[src/rtl/lhg_pkg.sv]
package lhg_pkg;

  // Input operation codes
  typedef enum logic [1:0] {
    OP_HEIGHT = 2'd0,
    OP_FLAG   = 2'd1,
    OP_QUERY  = 2'd2
  } op_e;

  // Register map, byte address = 4 * index
  typedef enum logic [2:0] {
    REG_ENABLE  = 3'd0,
    REG_TILES_X = 3'd1,
    REG_TILES_Y = 3'd2,
    REG_CORNER_X = 3'd3,
    REG_CORNER_Y = 3'd4,
    REG_INV_TILE = 3'd5,
    REG_ENTRY   = 3'd6,
    REG_KIND    = 3'd7
  } reg_e;

  // Corner slots of a tile in the vertex store
  typedef enum logic [1:0] {
    SLOT_00 = 2'd0,
    SLOT_10 = 2'd1,
    SLOT_01 = 2'd2,
    SLOT_11 = 2'd3
  } slot_e;

  localparam int unsigned APB_AW = 5;
  localparam int unsigned APB_DW = 32;

  localparam logic [3:0]  FLAG_MASK      = 4'hF;
  localparam logic [15:0] INV_TILE_RESET = 16'd15729;

  typedef struct packed {
    logic [1:0]         operation;
    logic [11:0]        write_index;
    logic signed [23:0] height_value;
    logic [7:0]         flag_value;
    logic signed [23:0] point_x;
    logic signed [23:0] point_y;
  } in_item_t;

  typedef struct packed {
    logic               hit;
    logic signed [23:0] surface_height;
    logic [15:0]        entry_out;
    logic [7:0]         kind_out;
  } out_item_t;

  typedef struct packed {
    logic               liquid_enable;
    logic [5:0]         tiles_x;
    logic [5:0]         tiles_y;
    logic signed [23:0] corner_x;
    logic signed [23:0] corner_y;
    logic [15:0]        inverse_tile_size;
    logic [15:0]        liquid_entry;
    logic [7:0]         liquid_kind;
  } cfg_t;

  // Controller to datapath
  typedef struct packed {
    logic  clr;
    logic  wr_height;
    logic  wr_flag;
    logic  capture;
    logic  mul;
    logic  idx;
    logic  rd_en;
    slot_e rd_slot;
    logic  cap_en;
    slot_e cap_slot;
    logic  interp;
    logic  accum;
    logic  load;
  } cmd_t;

  // Datapath to controller
  typedef struct packed {
    logic clr_last;
    logic bound_miss;
    logic out_free;
  } sts_t;

endpackage

[src/rtl/lhg_regs.sv]
module lhg_regs
  import lhg_pkg::*;
(
  input  logic              clk_i,
  input  logic              rst_ni,
  input  logic              psel,
  input  logic              penable,
  input  logic              pwrite,
  input  logic [APB_AW-1:0] paddr,
  input  logic [APB_DW-1:0] pwdata,
  output logic [APB_DW-1:0] prdata,
  output logic              pready,
  output cfg_t              cfg_o
);

  localparam cfg_t CFG_RESET = '{
    liquid_enable:     1'b0,
    tiles_x:           6'd0,
    tiles_y:           6'd0,
    corner_x:          24'sd0,
    corner_y:          24'sd0,
    inverse_tile_size: INV_TILE_RESET,
    liquid_entry:      16'd0,
    liquid_kind:       8'd0
  };

  cfg_t cfg_q;
  reg_e sel;
  logic wr_en;

  assign sel    = reg_e'(paddr[APB_AW-1:2]);
  assign wr_en  = psel && penable && pwrite;
  assign pready = 1'b1;
  assign cfg_o  = cfg_q;

  always_ff @(posedge clk_i or negedge rst_ni) begin
    if (!rst_ni) begin
      cfg_q <= CFG_RESET;
    end else if (wr_en) begin
      case (sel)
        REG_ENABLE:   cfg_q.liquid_enable     <= pwdata[0];
        REG_TILES_X:  cfg_q.tiles_x           <= pwdata[5:0];
        REG_TILES_Y:  cfg_q.tiles_y           <= pwdata[5:0];
        REG_CORNER_X: cfg_q.corner_x          <= pwdata[23:0];
        REG_CORNER_Y: cfg_q.corner_y          <= pwdata[23:0];
        REG_INV_TILE: cfg_q.inverse_tile_size <= pwdata[15:0];
        REG_ENTRY:    cfg_q.liquid_entry      <= pwdata[15:0];
        REG_KIND:     cfg_q.liquid_kind       <= pwdata[7:0];
        default: ;
      endcase
    end
  end

  always_comb begin
    prdata = '0;
    case (sel)
      REG_ENABLE:   prdata = APB_DW'(cfg_q.liquid_enable);
      REG_TILES_X:  prdata = APB_DW'(cfg_q.tiles_x);
      REG_TILES_Y:  prdata = APB_DW'(cfg_q.tiles_y);
      REG_CORNER_X: prdata = APB_DW'(unsigned'(cfg_q.corner_x));
      REG_CORNER_Y: prdata = APB_DW'(unsigned'(cfg_q.corner_y));
      REG_INV_TILE: prdata = APB_DW'(cfg_q.inverse_tile_size);
      REG_ENTRY:    prdata = APB_DW'(cfg_q.liquid_entry);
      REG_KIND:     prdata = APB_DW'(cfg_q.liquid_kind);
      default:      prdata = '0;
    endcase
  end

endmodule

[config.mk]
export PLATFORM = sky130hd
export DESIGN_NAME = lhg_regs
export DESIGN_NICKNAME = d
export VERILOG_FILES = /design/src/rtl/lhg_pkg.sv /design/src/rtl/lhg_regs.sv
export SDC_FILE = /design/constraint.sdc
export NUM_CORES = 1
export LEC_CHECK = 0
export BUFFER_PORTS_ARGS = -buffer_cell sky130_fd_sc_hd__buf_2
export CORE_MARGIN = 3
export CORE_UTILIZATION = 46
export DETAILED_ROUTE_END_ITERATION = 10
export GPL_TIMING_DRIVEN = 1
export PLACE_DENSITY = 0.86
export SYNTH_ARGS = -nofsm -noshare
export SYNTH_HDL_FRONTEND = slang
export SYNTH_SLANG_ARGS = --single-unit
[constraint.sdc]
create_clock -name clk_i -period 1.2 [get_ports clk_i]
set_input_delay 0.06 -clock clk_i [delete_from_list [all_inputs] [get_ports clk_i]]
set_output_delay 0.06 -clock clk_i [all_outputs]
set_load 0.005 [all_outputs]
==> out/qor.yml <==
worstReg2RegEnd: "cfg_o[47]"
synth_cell_type_count: 36
cp_data_required_time_ns: 1.14
dr.pass1.iters: 4
slowest_stage: "dfrtp_1"
wl_microns: 13800
timing.final.crit_share_pct: 136
reg2regPathDepth: 3
worstSetupEndpointType: "output port"
clock_skew_ns: 0
clk_latency_ns: 0.35
critPathKind: "flop to output port"
cts_num_sinks: 101
ys_async_sr_fraction_pct: 100
path_clk_slew_ns: 0.10
die_area_sq_um: 11600
grt_use_total_pct: 23.1
whs_path_depth: 2
place_area_sq_um: 6010
antenna_found_initial: 1
crit_path_max_incr_delay_ns: 0.40
violations: "negative setup slack"
die_w_microns: 108
drive_above_1_share_pct: 66.4
final_cell_mix: "buf_2 (147), mux2_2 (102), dfrtp_1 (92), buf_4 (54)"
drv_cap: 0
crit_family: "flip-flops"
path_cells: "mux2_4, o211ai_1, nand4_1, buf_2"
dp_hpwl_microns: 9480
hold_start: "pwdata[1]"
power.density_nw_per_um2: 1460
worstHoldPathType: "input pin to flop"
drc: 0
dp_slack_ns: -0.145
critical_path_buf_inv_count: 1
cts.path.max_buffers: 2
gp_congestion: 0.872
ios: 176
worst_ep_arrival_time_ns: 1.58
status: "complete, but fails checks"
fp.dieH_microns: 108
p_leak_nw: 3.44
port-buffer-count: 156
htreeDepth: 3
synth_edf_count: 0
cts_tree: "yes"
min_period_ns: 1.64
ys_ff_latch: 101
largest_reg_flops: 101
fin_setup_tns_ns: -3.06
final_common_cell: "buf_2"
r2r_start: "cfg_o[47]"
setup.worst_path.start_class: "flop"
hold_violations: 0
syn-cell-area_sq_um: 4760
viasPerCell: 5.33
report.power.total_mw: 9.96
rsz0062_at_grt: "true"
area_growth_pct: 43.0
initial_core_util_pct: 48.1
core_area_sq_um: 9910
reg2reg_slack_ns: 0.18
grt_first_pass_wirelength_microns: 20700
clock-root-buffer: "clkbuf_8"
nNetsFinal: 621
syn_inst: 341
synthFlopType: "dfrtp_1"
min_to: "cfg_o[95]"
path_max_fanout: 2
seq_area_frac_synth_pct: 53.3
vias: 3826
cp-startpoint: "cfg_o[13]"
setup_viol_count_final: 16
timing.fmax_mhz: 611
syn_avg_cell_area_sq_um: 14.0
num_rows: 36
ant_nets: 0
cts_made_buffers: 9
worst_slack_ns: -0.438
grt_pass1_vias: 3969
overflow: 0
grt_start_max_net_pins: 41
utilization_pct: 68.7
drv_slew: 0
ys.warnings.count: 0
fin_area_sq_um: 6810
drt_iter0_markers: 120
ir_drop_uv: 969
wl_per_cell_microns: 19.2
==> layout make-up <==
class / instances / area (sq um)
well taps: 133 / 166
fillers: 716 / 3100
repair buffers: 248 / 1750
clock buffers: 9 / 124
clock inverters: 7 / 105
inverters: 2 / 7.51
diodes: 1 / 2.50
flip-flops and latches: 101 / 2540
multi-input cells: 217 / 2120
==> layer usage <==
| layer | GRT usage, % | share of wire [%] |
|---|---|---|
| met5 | 0 | 0 |
| met4 | 8.12 | 2.3 |
| met3 | 3.78 | 5.8 |
| met2 | 39.9 | 51 |
| met1 | 29.2 | 41 |
==> cells in the mapped netlist, drive strengths merged, types with 2 or more instances <==
cell | number | area share, %
a22o | 8 | 1.5
dfstp | 9 | 5.0
a31oi | 2 | 0.26
nor2 | 6 | 1.1
a21oi | 2 | 0.21
inv | 2 | 0.16
mux4 | 3 | 1.4
mux2i | 12 | 2.5
nor2b | 4 | 0.53
nand3 | 10 | 1.1
nand2b | 2 | 0.26
conb | 2 | 0.16
nand2 | 20 | 1.6
nand4 | 2 | 0.58
o211ai | 10 | 1.6
mux2 | 112 | 27
a221oi | 4 | 0.74
clkbuf | 2 | 0.16
buf | 26 | 3.9
a22oi | 2 | 0.32
dfrtp | 92 | 48
==> worst max-delay path by stage <==
stage               slack, ns  cells after the start         to
floorplan               -0.01                      5  cfg_o[13]
global placement        -0.10                      6   cfg_o[2]
detailed placement      -0.14                      6   cfg_o[5]
CTS                     -0.43                      4  prdata[5]
global route            -0.49                      4  prdata[5]
finish                  -0.44                      4  prdata[5]
==> what timing repair did <==
action | CTS | global route
gates resized for setup | 16 | 17
hold buffers | 19 | 0
setup buffers | 20 | 10
pin swaps | 16 | 4
endpoints found under the hold margin | 151 | 0
endpoints found under the setup margin | 16 | 29
==> logic make-up after synthesis <==
| family | after synthesis | share of synthesized area (%) |
|---|---|---|
| muxes | 127 | 30.9 |
| DFF | 101 | 53.3 |
| other | 2 | 0.158 |
| buffers and inverters | 30 | 4.20 |
| AOI/OAI and AO/OA | 31 | 5.02 |
| and+or+nand+nor | 50 | 6.41 |
==> worst register-to-register path, cell delays in order, from the launching register on <==
cell,delay [ns]
dfrtp_1,0.41
buf_4,0.14
buf_6,0.11
mux2_2,0.26
==> power by group <==
| group | total (mW) | leakage (nW) | switching (mW) | internal, mW |
|---|---|---|---|---|
| Sequential | 4.62 | 1.27 | 0.507 | 4.11 |
| Clock | 2.45 | 0.112 | 1.24 | 1.21 |
| Combinational | 2.89 | 2.05 | 1.13 | 1.75 |
| Total | 9.96 | 3.44 | 2.88 | 7.07 |
==> stage by stage <==
| stage | hold slack (ns) | instances |
|---|---|---|
| after floorplan | -0.236 | 348 |
| final | 0.0320 | 718 |
| after detailed placement | -0.00279 | 652 |
| after global placement | -0.00989 | 652 |
| after global routing | 0.0145 | 718 |
| after CTS | 0.00387 | 707 |
Note: power is estimated with default switching activity, not from simulation.
