## src/rtl/lhg_pkg.sv

```systemverilog
package lhg_pkg;

  // Input operation codes
  typedef enum logic [1:0] {
    OP_HEIGHT = 2'd0,
    OP_FLAG   = 2'd1,
    OP_QUERY  = 2'd2
  } op_e;

  // Register map, byte address = 4 * index
  typedef enum logic [2:0] {
    REG_ENABLE  = 3'd0,
    REG_TILES_X = 3'd1,
    REG_TILES_Y = 3'd2,
    REG_CORNER_X = 3'd3,
    REG_CORNER_Y = 3'd4,
    REG_INV_TILE = 3'd5,
    REG_ENTRY   = 3'd6,
    REG_KIND    = 3'd7
  } reg_e;

  // Corner slots of a tile in the vertex store
  typedef enum logic [1:0] {
    SLOT_00 = 2'd0,
    SLOT_10 = 2'd1,
    SLOT_01 = 2'd2,
    SLOT_11 = 2'd3
  } slot_e;

  localparam int unsigned APB_AW = 5;
  localparam int unsigned APB_DW = 32;

  localparam logic [3:0]  FLAG_MASK      = 4'hF;
  localparam logic [15:0] INV_TILE_RESET = 16'd15729;

  typedef struct packed {
    logic [1:0]         operation;
    logic [11:0]        write_index;
    logic signed [23:0] height_value;
    logic [7:0]         flag_value;
    logic signed [23:0] point_x;
    logic signed [23:0] point_y;
  } in_item_t;

  typedef struct packed {
    logic               hit;
    logic signed [23:0] surface_height;
    logic [15:0]        entry_out;
    logic [7:0]         kind_out;
  } out_item_t;

  typedef struct packed {
    logic               liquid_enable;
    logic [5:0]         tiles_x;
    logic [5:0]         tiles_y;
    logic signed [23:0] corner_x;
    logic signed [23:0] corner_y;
    logic [15:0]        inverse_tile_size;
    logic [15:0]        liquid_entry;
    logic [7:0]         liquid_kind;
  } cfg_t;

  // Controller to datapath
  typedef struct packed {
    logic  clr;
    logic  wr_height;
    logic  wr_flag;
    logic  capture;
    logic  mul;
    logic  idx;
    logic  rd_en;
    slot_e rd_slot;
    logic  cap_en;
    slot_e cap_slot;
    logic  interp;
    logic  accum;
    logic  load;
  } cmd_t;

  // Datapath to controller
  typedef struct packed {
    logic clr_last;
    logic bound_miss;
    logic out_free;
  } sts_t;

endpackage

```

## src/rtl/lhg_ctrl.sv

```systemverilog
module lhg_ctrl
  import lhg_pkg::*;
(
  input  logic       clk_i,
  input  logic       rst_ni,
  input  logic       in_valid_i,
  input  logic [1:0] op_i,
  output logic       in_stall_o,
  input  sts_t       sts_i,
  output cmd_t       cmd_o
);

  typedef enum logic [11:0] {
    ST_CLEAR = 12'b0000_0000_0001,
    ST_IDLE  = 12'b0000_0000_0010,
    ST_MUL   = 12'b0000_0000_0100,
    ST_IDX   = 12'b0000_0000_1000,
    ST_RD0   = 12'b0000_0001_0000,
    ST_RD1   = 12'b0000_0010_0000,
    ST_RD2   = 12'b0000_0100_0000,
    ST_RD3   = 12'b0000_1000_0000,
    ST_RD4   = 12'b0001_0000_0000,
    ST_INTP  = 12'b0010_0000_0000,
    ST_ACC   = 12'b0100_0000_0000,
    ST_LOAD  = 12'b1000_0000_0000
  } state_e;

  state_e state_q, state_d;

  assign in_stall_o = (state_q != ST_IDLE);

  always_ff @(posedge clk_i or negedge rst_ni) begin
    if (!rst_ni) begin
      state_q <= ST_CLEAR;
    end else begin
      state_q <= state_d;
    end
  end

  always_comb begin
    state_d = state_q;
    cmd_o   = '0;
    case (state_q)
      ST_CLEAR: begin
        cmd_o.clr = 1'b1;
        if (sts_i.clr_last) state_d = ST_IDLE;
      end
      ST_IDLE: begin
        if (in_valid_i) begin
          if (op_i == OP_HEIGHT) cmd_o.wr_height = 1'b1;
          if (op_i == OP_FLAG) cmd_o.wr_flag = 1'b1;
          if (op_i == OP_QUERY) begin
            cmd_o.capture = 1'b1;
            state_d       = ST_MUL;
          end
        end
      end
      ST_MUL: begin
        cmd_o.mul = 1'b1;
        state_d   = ST_IDX;
      end
      ST_IDX: begin
        cmd_o.idx = 1'b1;
        state_d   = ST_RD0;
      end
      ST_RD0: begin
        if (sts_i.bound_miss) begin
          state_d = ST_LOAD;
        end else begin
          cmd_o.rd_en   = 1'b1;
          cmd_o.rd_slot = SLOT_00;
          state_d       = ST_RD1;
        end
      end
      ST_RD1: begin
        cmd_o.rd_en    = 1'b1;
        cmd_o.rd_slot  = SLOT_10;
        cmd_o.cap_en   = 1'b1;
        cmd_o.cap_slot = SLOT_00;
        state_d        = ST_RD2;
      end
      ST_RD2: begin
        cmd_o.rd_en    = 1'b1;
        cmd_o.rd_slot  = SLOT_01;
        cmd_o.cap_en   = 1'b1;
        cmd_o.cap_slot = SLOT_10;
        state_d        = ST_RD3;
      end
      ST_RD3: begin
        cmd_o.rd_en    = 1'b1;
        cmd_o.rd_slot  = SLOT_11;
        cmd_o.cap_en   = 1'b1;
        cmd_o.cap_slot = SLOT_01;
        state_d        = ST_RD4;
      end
      ST_RD4: begin
        cmd_o.cap_en   = 1'b1;
        cmd_o.cap_slot = SLOT_11;
        state_d        = ST_INTP;
      end
      ST_INTP: begin
        cmd_o.interp = 1'b1;
        state_d      = ST_ACC;
      end
      ST_ACC: begin
        cmd_o.accum = 1'b1;
        state_d     = ST_LOAD;
      end
      ST_LOAD: begin
        if (sts_i.out_free) begin
          cmd_o.load = 1'b1;
          state_d    = ST_IDLE;
        end
      end
      default: state_d = ST_IDLE;
    endcase
  end

endmodule

```

## config.mk

```make
export PLATFORM = sky130hd
export DESIGN_NAME = lhg_ctrl
export DESIGN_NICKNAME = d
export VERILOG_FILES = /design/src/rtl/lhg_pkg.sv /design/src/rtl/lhg_ctrl.sv
export SDC_FILE = /design/constraint.sdc
export NUM_CORES = 1
export LEC_CHECK = 0
export BUFFER_PORTS_ARGS = -buffer_cell sky130_fd_sc_hd__buf_2
export CORE_MARGIN = 1.5
export CORE_UTILIZATION = 45
export CTS_CLUSTER_DIAMETER = 150
export DETAILED_ROUTE_END_ITERATION = 8
export GPL_TIMING_DRIVEN = 0
export PLACE_DENSITY = 0.68
export SYNTH_ARGS = -nofsm -noshare
export SYNTH_HDL_FRONTEND = slang
export SYNTH_SLANG_ARGS = --single-unit
```

## constraint.sdc

```tcl
create_clock -name clk_i -period 3.9 [get_ports clk_i]
set_input_delay 0.585 -clock clk_i [delete_from_list [all_inputs] [get_ports clk_i]]
set_output_delay 0.585 -clock clk_i [all_outputs]
set_load 0.05 [all_outputs]
```

==> flow_metrics.env, run 1 <==
export IMPL_gp_congestion=0.8567
export IMPL_synth_most_common_cell="dfrtp_1"
export IMPL_syn_avg_cell_area_um2=8.329
export IMPL_worstPathArrival_ns=2.42
export IMPL_crit_chain="nor4_1 -> and2_1 -> nand2_2 -> nor4b_1 -> buf_2"
export IMPL_max_freq_ghz=0.3332
export IMPL_insertedDiodeCount=0
export IMPL_crit_start="state_q[9]"
export IMPL_ys_seq_elements=12
export IMPL_yosys_area_top_type_share_pct=31.47
export IMPL_synth_main_ff_cell="dfrtp_1"
export IMPL_die_x_um=47.09
export IMPL_r2r_start="state_q[9]"
export IMPL_layout_nets=141
export IMPL_dieArea_um2=2217
export IMPL_max_vdd_ir_drop_uv=284.1
export IMPL_ctsResizeCount=0
export IMPL_synth_fp_nets=113
export IMPL_yosysTopAreaCell="dfrtp_1"
export IMPL_power_total_w=0.0003862
export IMPL_worst_slew_pin_slew_ns=0.8369
export IMPL_cpPeakStageDelay_ns=0.75
export IMPL_grt_total_usage_pct=20.98
export IMPL_fin_crit_ns=3.001
export IMPL_synth_warnings=0
export IMPL_yosys_top_cells_area="dfrtp_1 31%, nor4_1 6.4%, nor3_1 4.6%"
export IMPL_vias=874
export IMPL_hold_buffers=0
export IMPL_detailedPlace_worstSlack_ns=1.188
export IMPL_area_growth_pct=20.89
export IMPL_die_h_um=47.09
export IMPL_hold_viol=0
export IMPL_rrSetupSlack_ns=1.88
export IMPL_reg_top3="state_q (12)"
export IMPL_ios=24
export IMPL_detail_route_antenna_nets=0
export IMPL_clock_path_buffers=2
export IMPL_clock_skew_ns=0.001109
export IMPL_cp_required_ns=3.31
export IMPL_cts_tree="yes"
export IMPL_postCtsSetupBuffers=0
export IMPL_async_flop_share_pct=100.0
export IMPL_dp_hpwl_mm=1.564
export IMPL_p_per_area_nw_per_um2=365.2
export IMPL_cts_sinks=12
export IMPL_cts_made_buffers=3
export IMPL_largest_register_ffs=12
export IMPL_maxSlewViolCount=0
export IMPL_cts_root_buf="clkbuf_4"
export IMPL_maxSlewHeadroom_pct=43.69
export IMPL_wire_per_inst_um=13.15
export IMPL_crit_end="cmd_o[13]"
export IMPL_first_iter_violations=23
export IMPL_drtPass1Iterations=4
export IMPL_worst_r2r_cell_count=4
export IMPL_avgViaCountPerCell=5.567
export IMPL_outcome="finished clean"
export IMPL_syn_area_um2=874.6
export IMPL_grt_max_degree=13
export IMPL_grt_pass1_wl_mm=3.325
export IMPL_numPlacedInstances=153
export IMPL_grt_overflow=0
export IMPL_worstHoldPathType="in -> async"
export IMPL_drc=0
export IMPL_htree_levels=1
export IMPL_grt_setup_unrepaired="false"
export IMPL_insertion_delay_ns=0.27
export IMPL_synthCells=105
export IMPL_antenna_found_initial=0
export IMPL_grt_pass1_vias=772
export IMPL_maxCapViolations=0
export IMPL_synth_distinct_cells=41
export IMPL_nFillCells=172
export IMPL_cts_reportedPaths_clkPinSlew_ns=0.07
export IMPL_synth_commonest_cells="11 x dfrtp_1, 9 x nor4_1, 8 x nor2_1, 8 x nor3_1"
export IMPL_r2r_end="state_q[11]"
export IMPL_worstSetupPathType="reg -> out"
export IMPL_setup_ws_ns=0.8986
export IMPL_setup_viol=0
export IMPL_endpoint_kind="output pin"
export IMPL_final_period_utilization_pct=76.96
export IMPL_slowest_stage="nor4_1"
export IMPL_fin_cells=157
export IMPL_coreArea_um2=1783
export IMPL_worst_path_max_fanout=7
export IMPL_start_kind="register"
export IMPL_start_util_pct=49.05
export IMPL_power_leakage_nw=0.4913
export IMPL_fin_setup_tns_ns=0
export IMPL_top_register="state_q"
export IMPL_synth_edf_count=0
export IMPL_drive_gt1_share_pct=25.76
export IMPL_hold_ws_ns=0.1770
export IMPL_port_buffers=23
export IMPL_wirelength_mm=2.064
export IMPL_rows=15
export IMPL_ys_seq_area_share_pct=34.48
[cell usage in the layout (no fill, tap or decap), drive strengths merged, types with 2 or more instances in the layout]
cell type	Yosys	final
a21oi	3	3
nor4	10	10
nor4b	3	3
or2b	2	2
nor3	8	8
nor2	8	8
nor3b	3	3
o21ai	5	5
dfrtp	11	11
nand2b	5	5
o22a	2	2
nand2	7	7
buf	2	25
inv	4	4
nand3	3	3
nor2b	2	2
clkbuf	7	11
xnor2	2	2
[power breakdown]
part           internal (W)  leakage, nW  switching [W]
clock             0.0000568       0.0210      0.0000401
sequential         0.000131        0.160     0.00000138
combinational     0.0000474        0.310       0.000110
[layout make-up]
cell class	instances	area [um^2]	share of cell area (%)
Buffer	9	38.79	3.669
Clock buffer	4	36.28	3.432
Inverter	4	15.01	1.420
Multi-Input combinational cell	80	519.2	49.11
Sequential cell	12	301.5	28.52
Tap cell	25	31.28	2.959
Timing Repair Buffer	23	115.1	10.89
[metal layers]
layer,routed length [um],global-route usage [%]
met1,979,28.84
met2,978,34.52
met3,98,5.769
met4,7,1.667
met5,0,0
[critical path, delay by kind of cell, from the launching register on]
kind / cells / cell delay (ns)
DFF: 1 / 0.46
buffers and inverters: 1 / 0.31
and+or+nand+nor: 4 / 1.37
[worst min path at each step]
stage	from	end	slack (ns)
finish	rst_ni	state_q[3]	0.18
global route	rst_ni	state_q[3]	0.20
CTS	rst_ni	state_q[2]	0.18
detailed placement	rst_ni	state_q[3]	0.48
global placement	rst_ni	state_q[3]	0.48
floorplan	rst_ni	state_q[10]	0.29
[through the flow]
stage | cell area, um^2 | util [%]
2_1_floorplan | 874.6 | -
3_3_place_gp | 1021 | 57.26
3_5_place_dp | 1021 | 57.26
4_1_cts | 1057 | 59.30
5_1_grt | 1057 | 59.30
6_report | 1057 | 59.30
[kinds of logic after synthesis]
kind of cell | synth area share (%)
buf+inv | 6.150
xor+xnor | 3.005
compound gates | 13.02
mux | 1.145
flops | 34.48
simple gates | 42.21
Power figures use the tool's default switching activity.
==> run 2, diff against run 1 <==
Settings changed: ABC_AREA set to 1, PLACE_DENSITY 0.68 to 0.69.
Clock period 3.9 ns to 3 ns, I/O delays scaled along.
==> flow_metrics.env, run 2 <==
export IMPL_outcome="finished clean"
export IMPL_start_kind="register"
export IMPL_maxSlewViolCount=0
export IMPL_nFillCells=178
export IMPL_vias=775
export IMPL_start_util_pct=48.53
export IMPL_max_freq_ghz=0.4539
export IMPL_r2r_start="state_q[8]"
export IMPL_p_per_area_nw_per_um2=725.0
export IMPL_port_buffers=23
export IMPL_synth_main_ff_cell="dfrtp_1"
export IMPL_setup_viol=0
export IMPL_cts_root_buf="clkbuf_4"
export IMPL_synth_commonest_cells="24 x inv_1, 13 x nand2_1, 12 x nor2_1"
export IMPL_ys_seq_elements=12
export IMPL_die_h_um=46.39
export IMPL_layout_nets=150
export IMPL_utilization_pct=59.00
export IMPL_max_vdd_ir_drop_uv=690.1
export IMPL_insertion_delay_ns=0.28
export IMPL_final_period_utilization_pct=73.44
export IMPL_async_flop_share_pct=100.0
export IMPL_yosys_area_top_type_share_pct=32.50
export IMPL_cp_depth=6
export IMPL_cts_sinks=12
export IMPL_fin_crit_ns=2.203
export IMPL_fin_setup_tns_ns=0
export IMPL_reg_top3="state_q (12)"
export IMPL_fin_cells=166
export IMPL_cp_num_buf_inv=1
export IMPL_ctsResizeCount=0
export IMPL_synth_distinct_cells=20
export IMPL_worst_path_max_fanout=7
export IMPL_layout_common_cells="24 x inv_1, 23 x buf_2, 13 x nand2_1"
export IMPL_syn_avg_cell_area_um2=7.430
export IMPL_cp_required_ns=2.55
export IMPL_grt_setup_unrepaired="false"
export IMPL_ys_seq_area_share_pct=35.60
export IMPL_first_iter_violations=6
export IMPL_dp_hpwl_mm=1.438
export IMPL_hold_buffers=0
export IMPL_antenna_found_initial=0
export IMPL_yosysTopAreaCell="dfrtp_1"
export IMPL_setup_ws_ns=0.7967
export IMPL_path_delay_family="simple AND/OR/NAND/NOR gates"
export IMPL_grt_overflow=0
export IMPL_synth_edf_count=0
export IMPL_detail_route_antenna_nets=0
export IMPL_yosys_top_cells_area="dfrtp_1 32%, inv_1 11%, nor2_4 8.0%"
export IMPL_worstHoldPathType="in -> async"
export IMPL_worstPathArrival_ns=1.75
export IMPL_cts_tree="yes"
export IMPL_multi_input_area_um2=444.2
export IMPL_detailedPlace_worstSlack_ns=1.088
export IMPL_grt_pass1_vias=657
export IMPL_cts_reportedPaths_clkPinSlew_ns=0.08
export IMPL_coreArea_um2=1745
export IMPL_syn_area_um2=847.1
export IMPL_synth_fp_nets=122
export IMPL_synthCells=114
export IMPL_synth_warnings=0
export IMPL_cpPeakStageDelay_ns=0.40
export IMPL_rrSetupSlack_ns=1.65
export IMPL_grt_max_degree=13
export IMPL_r2r_end="state_q[1]"
export IMPL_area_growth_pct=21.57
export IMPL_insertedDiodeCount=0
export IMPL_cp_common_cell="nand2_4"
export IMPL_clock_path_buffers=2
export IMPL_maxSlewHeadroom_pct=82.52
export IMPL_postCtsSetupBuffers=0
export IMPL_avgViaCountPerCell=4.669
export IMPL_wirelength_mm=1.702
export IMPL_numPlacedInstances=162
export IMPL_die_x_um=46.39
export IMPL_ff_latch_area_um2=301.5
export IMPL_power_leakage_nw=0.6185
export IMPL_crit_chain="nor2_2 -> nand2_4 -> nor2_4 -> nand2_4 -> nor4_1 -> buf_2"
export IMPL_layout_commonest_cell="inv_1"
export IMPL_top_register="state_q"
export IMPL_htree_levels=1
export IMPL_drtPass1Iterations=4
export IMPL_wire_per_inst_um=10.25
export IMPL_dieArea_um2=2152
export IMPL_hold_viol=0
export IMPL_drc=0
export IMPL_placed_area_um2=993.5
export IMPL_slowest_stage="dfrtp_1"
export IMPL_gp_congestion=0.8419
export IMPL_rows=15
export IMPL_grt_total_usage_pct=18.67
export IMPL_cts_made_buffers=3
export IMPL_worst_slew_pin_slew_ns=0.2602
export IMPL_crit_end="cmd_o[12]"
export IMPL_synth_most_common_cell="inv_1"
export IMPL_crit_start="state_q[8]"
export IMPL_fin_area_um2=1030
export IMPL_worstSetupPathType="reg -> out"
export IMPL_ios=24
export IMPL_maxCapViolations=0
export IMPL_largest_register_ffs=12
export IMPL_grt_pass1_wl_mm=2.760
export IMPL_worst_r2r_cell_count=8
export IMPL_drive_gt1_share_pct=39.01
export IMPL_clock_skew_ns=0.001609
export IMPL_endpoint_kind="output pin"
## run 2: through the flow
step | hold WS, ns | power [W]
after global placement | 0.3401 | 0.0006045
after global routing | 0.04843 | 0.0007917
after floorplan | 0.1544 | 0.0005427
after CTS | 0.04491 | 0.0007490
final | 0.02986 | 0.0007465
after detailed placement | 0.3466 | 0.0006152
## run 2: how the worst min path moves through the flow
stage / start / to / cells past startpoint
2_1_floorplan: rst_ni / state_q[10] / 0
4_1_cts: rst_ni / state_q[1] / 1
3_5_place_dp: rst_ni / state_q[5] / 1
5_1_grt: rst_ni / state_q[1] / 1
3_3_place_gp: rst_ni / state_q[7] / 1
6_report: rst_ni / state_q[5] / 1
## run 2: metal layers
metal	part of all wire, %	track usage [%]	up-vias	wire, um
met2	47	29.72	20	801
li1	-	-	409	-
met3	3.9	2.353	4	66
met1	47	24.27	342	804
met4	1.8	10.29	0	30
met5	0	0	-	0
## run 2: kinds of logic after synthesis
group,synth area share [%]
buffers and inverters,11.96
AOI/OAI and AO/OA,1.181
DFF,35.60
and+or+nand+nor,51.25
## run 2: area by class of cell
type / count / share of cell area, %
clock buffer: 4 / 3.524
tap: 25 / 3.038
multi-input combinational: 75 / 43.13
inverter: 27 / 9.842
sequential: 12 / 29.28
timing repair buffer: 23 / 11.18
## run 2: power breakdown
group          total, W  switching, W  internal, W
sequential     0.000201     0.0000190     0.000182
combinational  0.000410      0.000292     0.000119
clock          0.000135     0.0000609    0.0000739
total          0.000747      0.000372     0.000375
==> run 3, diff against run 2 <==
Clock period 3 ns to 2.3 ns, I/O delays scaled along.
==> flow_metrics.env, run 3 (synthesis results as in run 2) <==
export IMPL_wire_per_inst_um=10.62
export IMPL_hold_end="state_q[5]"
export IMPL_reg_top3="state_q (12)"
export IMPL_max_vdd_ir_drop_uv=901.8
export IMPL_fin_area_um2=1040
export IMPL_layout_commonest_cell="inv_1"
export IMPL_numPlacedInstances=162
export IMPL_drtPass1Iterations=4
export IMPL_dieArea_um2=2152
export IMPL_gp_congestion=0.8419
export IMPL_cts_reportedPaths_clkPinSlew_ns=0.08
export IMPL_area_growth_pct=22.75
export IMPL_final_period_utilization_pct=91.15
export IMPL_antenna_found_initial=0
export IMPL_layout_common_cells="24 x inv_1, 23 x buf_2, 13 x nand2_1"
export IMPL_worst_path_max_fanout=7
export IMPL_cts_root_buf="clkbuf_4"
export IMPL_combPwrFrac_pct=55.0
export IMPL_start_util_pct=48.53
export IMPL_nFillCells=177
export IMPL_p_per_area_nw_per_um2=939.9
export IMPL_grt_pass1_wl_mm=2.829
export IMPL_grt_setup_unrepaired="false"
export IMPL_internal_power_w=0.0004899
export IMPL_fin_crit_ns=2.096
export IMPL_cts_made_buffers=3
export IMPL_r2r_start="state_q[0]"
export IMPL_hold_depth=2
export IMPL_die_x_um=46.39
export IMPL_worst_r2r_cell_count=8
export IMPL_grt_max_degree=13
export IMPL_wirelength_mm=1.773
export IMPL_rrSetupSlack_ns=0.95
export IMPL_cts_sinks=12
export IMPL_clock_skew_ns=0.002230
export IMPL_placed_area_um2=993.5
export IMPL_fin_cells=167
export IMPL_switchingPower_w=0.0004874
export IMPL_setup_ws_ns=0.2036
export IMPL_hold_viol=0
export IMPL_ff_latch_area_um2=301.5
export IMPL_endpoint_kind="output pin"
export IMPL_worst_slew_pin_slew_ns=0.2727
export IMPL_insertion_delay_ns=0.28
export IMPL_power_leakage_nw=0.6227
export IMPL_grt_overflow=0
export IMPL_drive_gt1_share_pct=38.73
export IMPL_outcome="finished clean"
export IMPL_dp_hpwl_mm=1.438
export IMPL_coreArea_um2=1745
export IMPL_clock_path_buffers=2
export IMPL_first_iter_violations=6
export IMPL_switching_share_pct=49.87
export IMPL_vias=790
export IMPL_top_register="state_q"
export IMPL_setup_viol=0
export IMPL_p_seq_share_pct=26.9
export IMPL_layout_nets=151
export IMPL_die_h_um=46.39
export IMPL_grt_pass1_vias=665
export IMPL_worstPathArrival_ns=1.75
export IMPL_largest_register_ffs=12
export IMPL_start_kind="register"
export IMPL_drc=0
export IMPL_grt_total_usage_pct=19.32
export IMPL_port_buffers=23
export IMPL_worstHoldPathType="in -> reg"
export IMPL_maxSlewHeadroom_pct=81.82
export IMPL_rows=15
export IMPL_multi_input_area_um2=444.2
export IMPL_htree_levels=1
export IMPL_insertedDiodeCount=0
export IMPL_maxCapViolations=0
export IMPL_cts_tree="yes"
export IMPL_maxSlewViolCount=0
export IMPL_r2r_end="state_q[1]"
export IMPL_min_from="sts_i[1]"
export IMPL_avgViaCountPerCell=4.731
export IMPL_max_freq_ghz=0.4770
export IMPL_worstSetupPathType="reg -> out"
export IMPL_detailedPlace_worstSlack_ns=0.4930
export IMPL_power_frac_clock_pct=18.1
export IMPL_cp_required_ns=1.96
export IMPL_ios=24
export IMPL_detail_route_antenna_nets=0
[run 3: changes by cell type in the layout (fill, tap and decap cells not counted)]
cell	previous run	this run
dlygate4sd3_1	0	1
[run 3: area by class of cell]
class,count,share of cell area [%]
timing repair buffer,24,12.03
inverter,27,9.747
clock buffer,4,3.490
tap,25,3.008
sequential,12,29.00
multi-input combinational,75,42.72
[run 3: worst max-delay path by stage]
stage | depth (start not counted) | end | startpoint
floorplan | 5 | cmd_o[12] | state_q[3]
global placement | 7 | cmd_o[8] | state_q[3]
detailed placement | 6 | cmd_o[12] | state_q[8]
CTS | 6 | cmd_o[12] | state_q[8]
global route | 7 | cmd_o[8] | state_q[6]
finish | 6 | cmd_o[12] | state_q[8]
[run 3: power by group through the flow]
stage | logic, W | registers, W | clock network, W
5_1_grt | 0.000587 | 0.000266 | 0.000181
6_report | 0.000537 | 0.000263 | 0.000177
4_1_cts | 0.000540 | 0.000263 | 0.000176
3_3_place_gp | 0.000523 | 0.000265 | 0
2_1_floorplan | 0.000445 | 0.000263 | 0
3_5_place_dp | 0.000536 | 0.000266 | 0
[run 3: what timing repair did]
item / 4_1_cts / 5_1_grt
endpoints found under the hold margin: 11 / 0
hold buffers: 1 / 0
resized for setup: 0 / 0
buffers inserted: 0 / 0
[run 3: through the flow]
step	hold WS [ns]	total power (W)	TNS, ns	utilization [%]
floorplan	0.04941	0.0007078	-1.041	-
global placement	0.2351	0.0007885	0	56.92
detailed placement	0.2416	0.0008024	0	56.92
CTS	0.2372	0.0009782	0	59.57
global route	0.2383	0.001034	0	59.57
finish	0.2331	0.0009773	0	59.57
[run 3: routing by layer]
metal  track usage, %  vias up  wire, um
met5                0        -         0
met4            10.29        0        30
met1            24.27      352       812
met3            2.353        4        82
li1                 -      412         -
met2            31.94       22       848
[run 3: worst max-delay path: stages (launching register included)]
cell and delay (ns):
dfrtp_1 0.40, nor2_2 0.19, nand2_4 0.11, nor2_4 0.16, nand2_4 0.10, nor4_1 0.20
buf_2 0.31
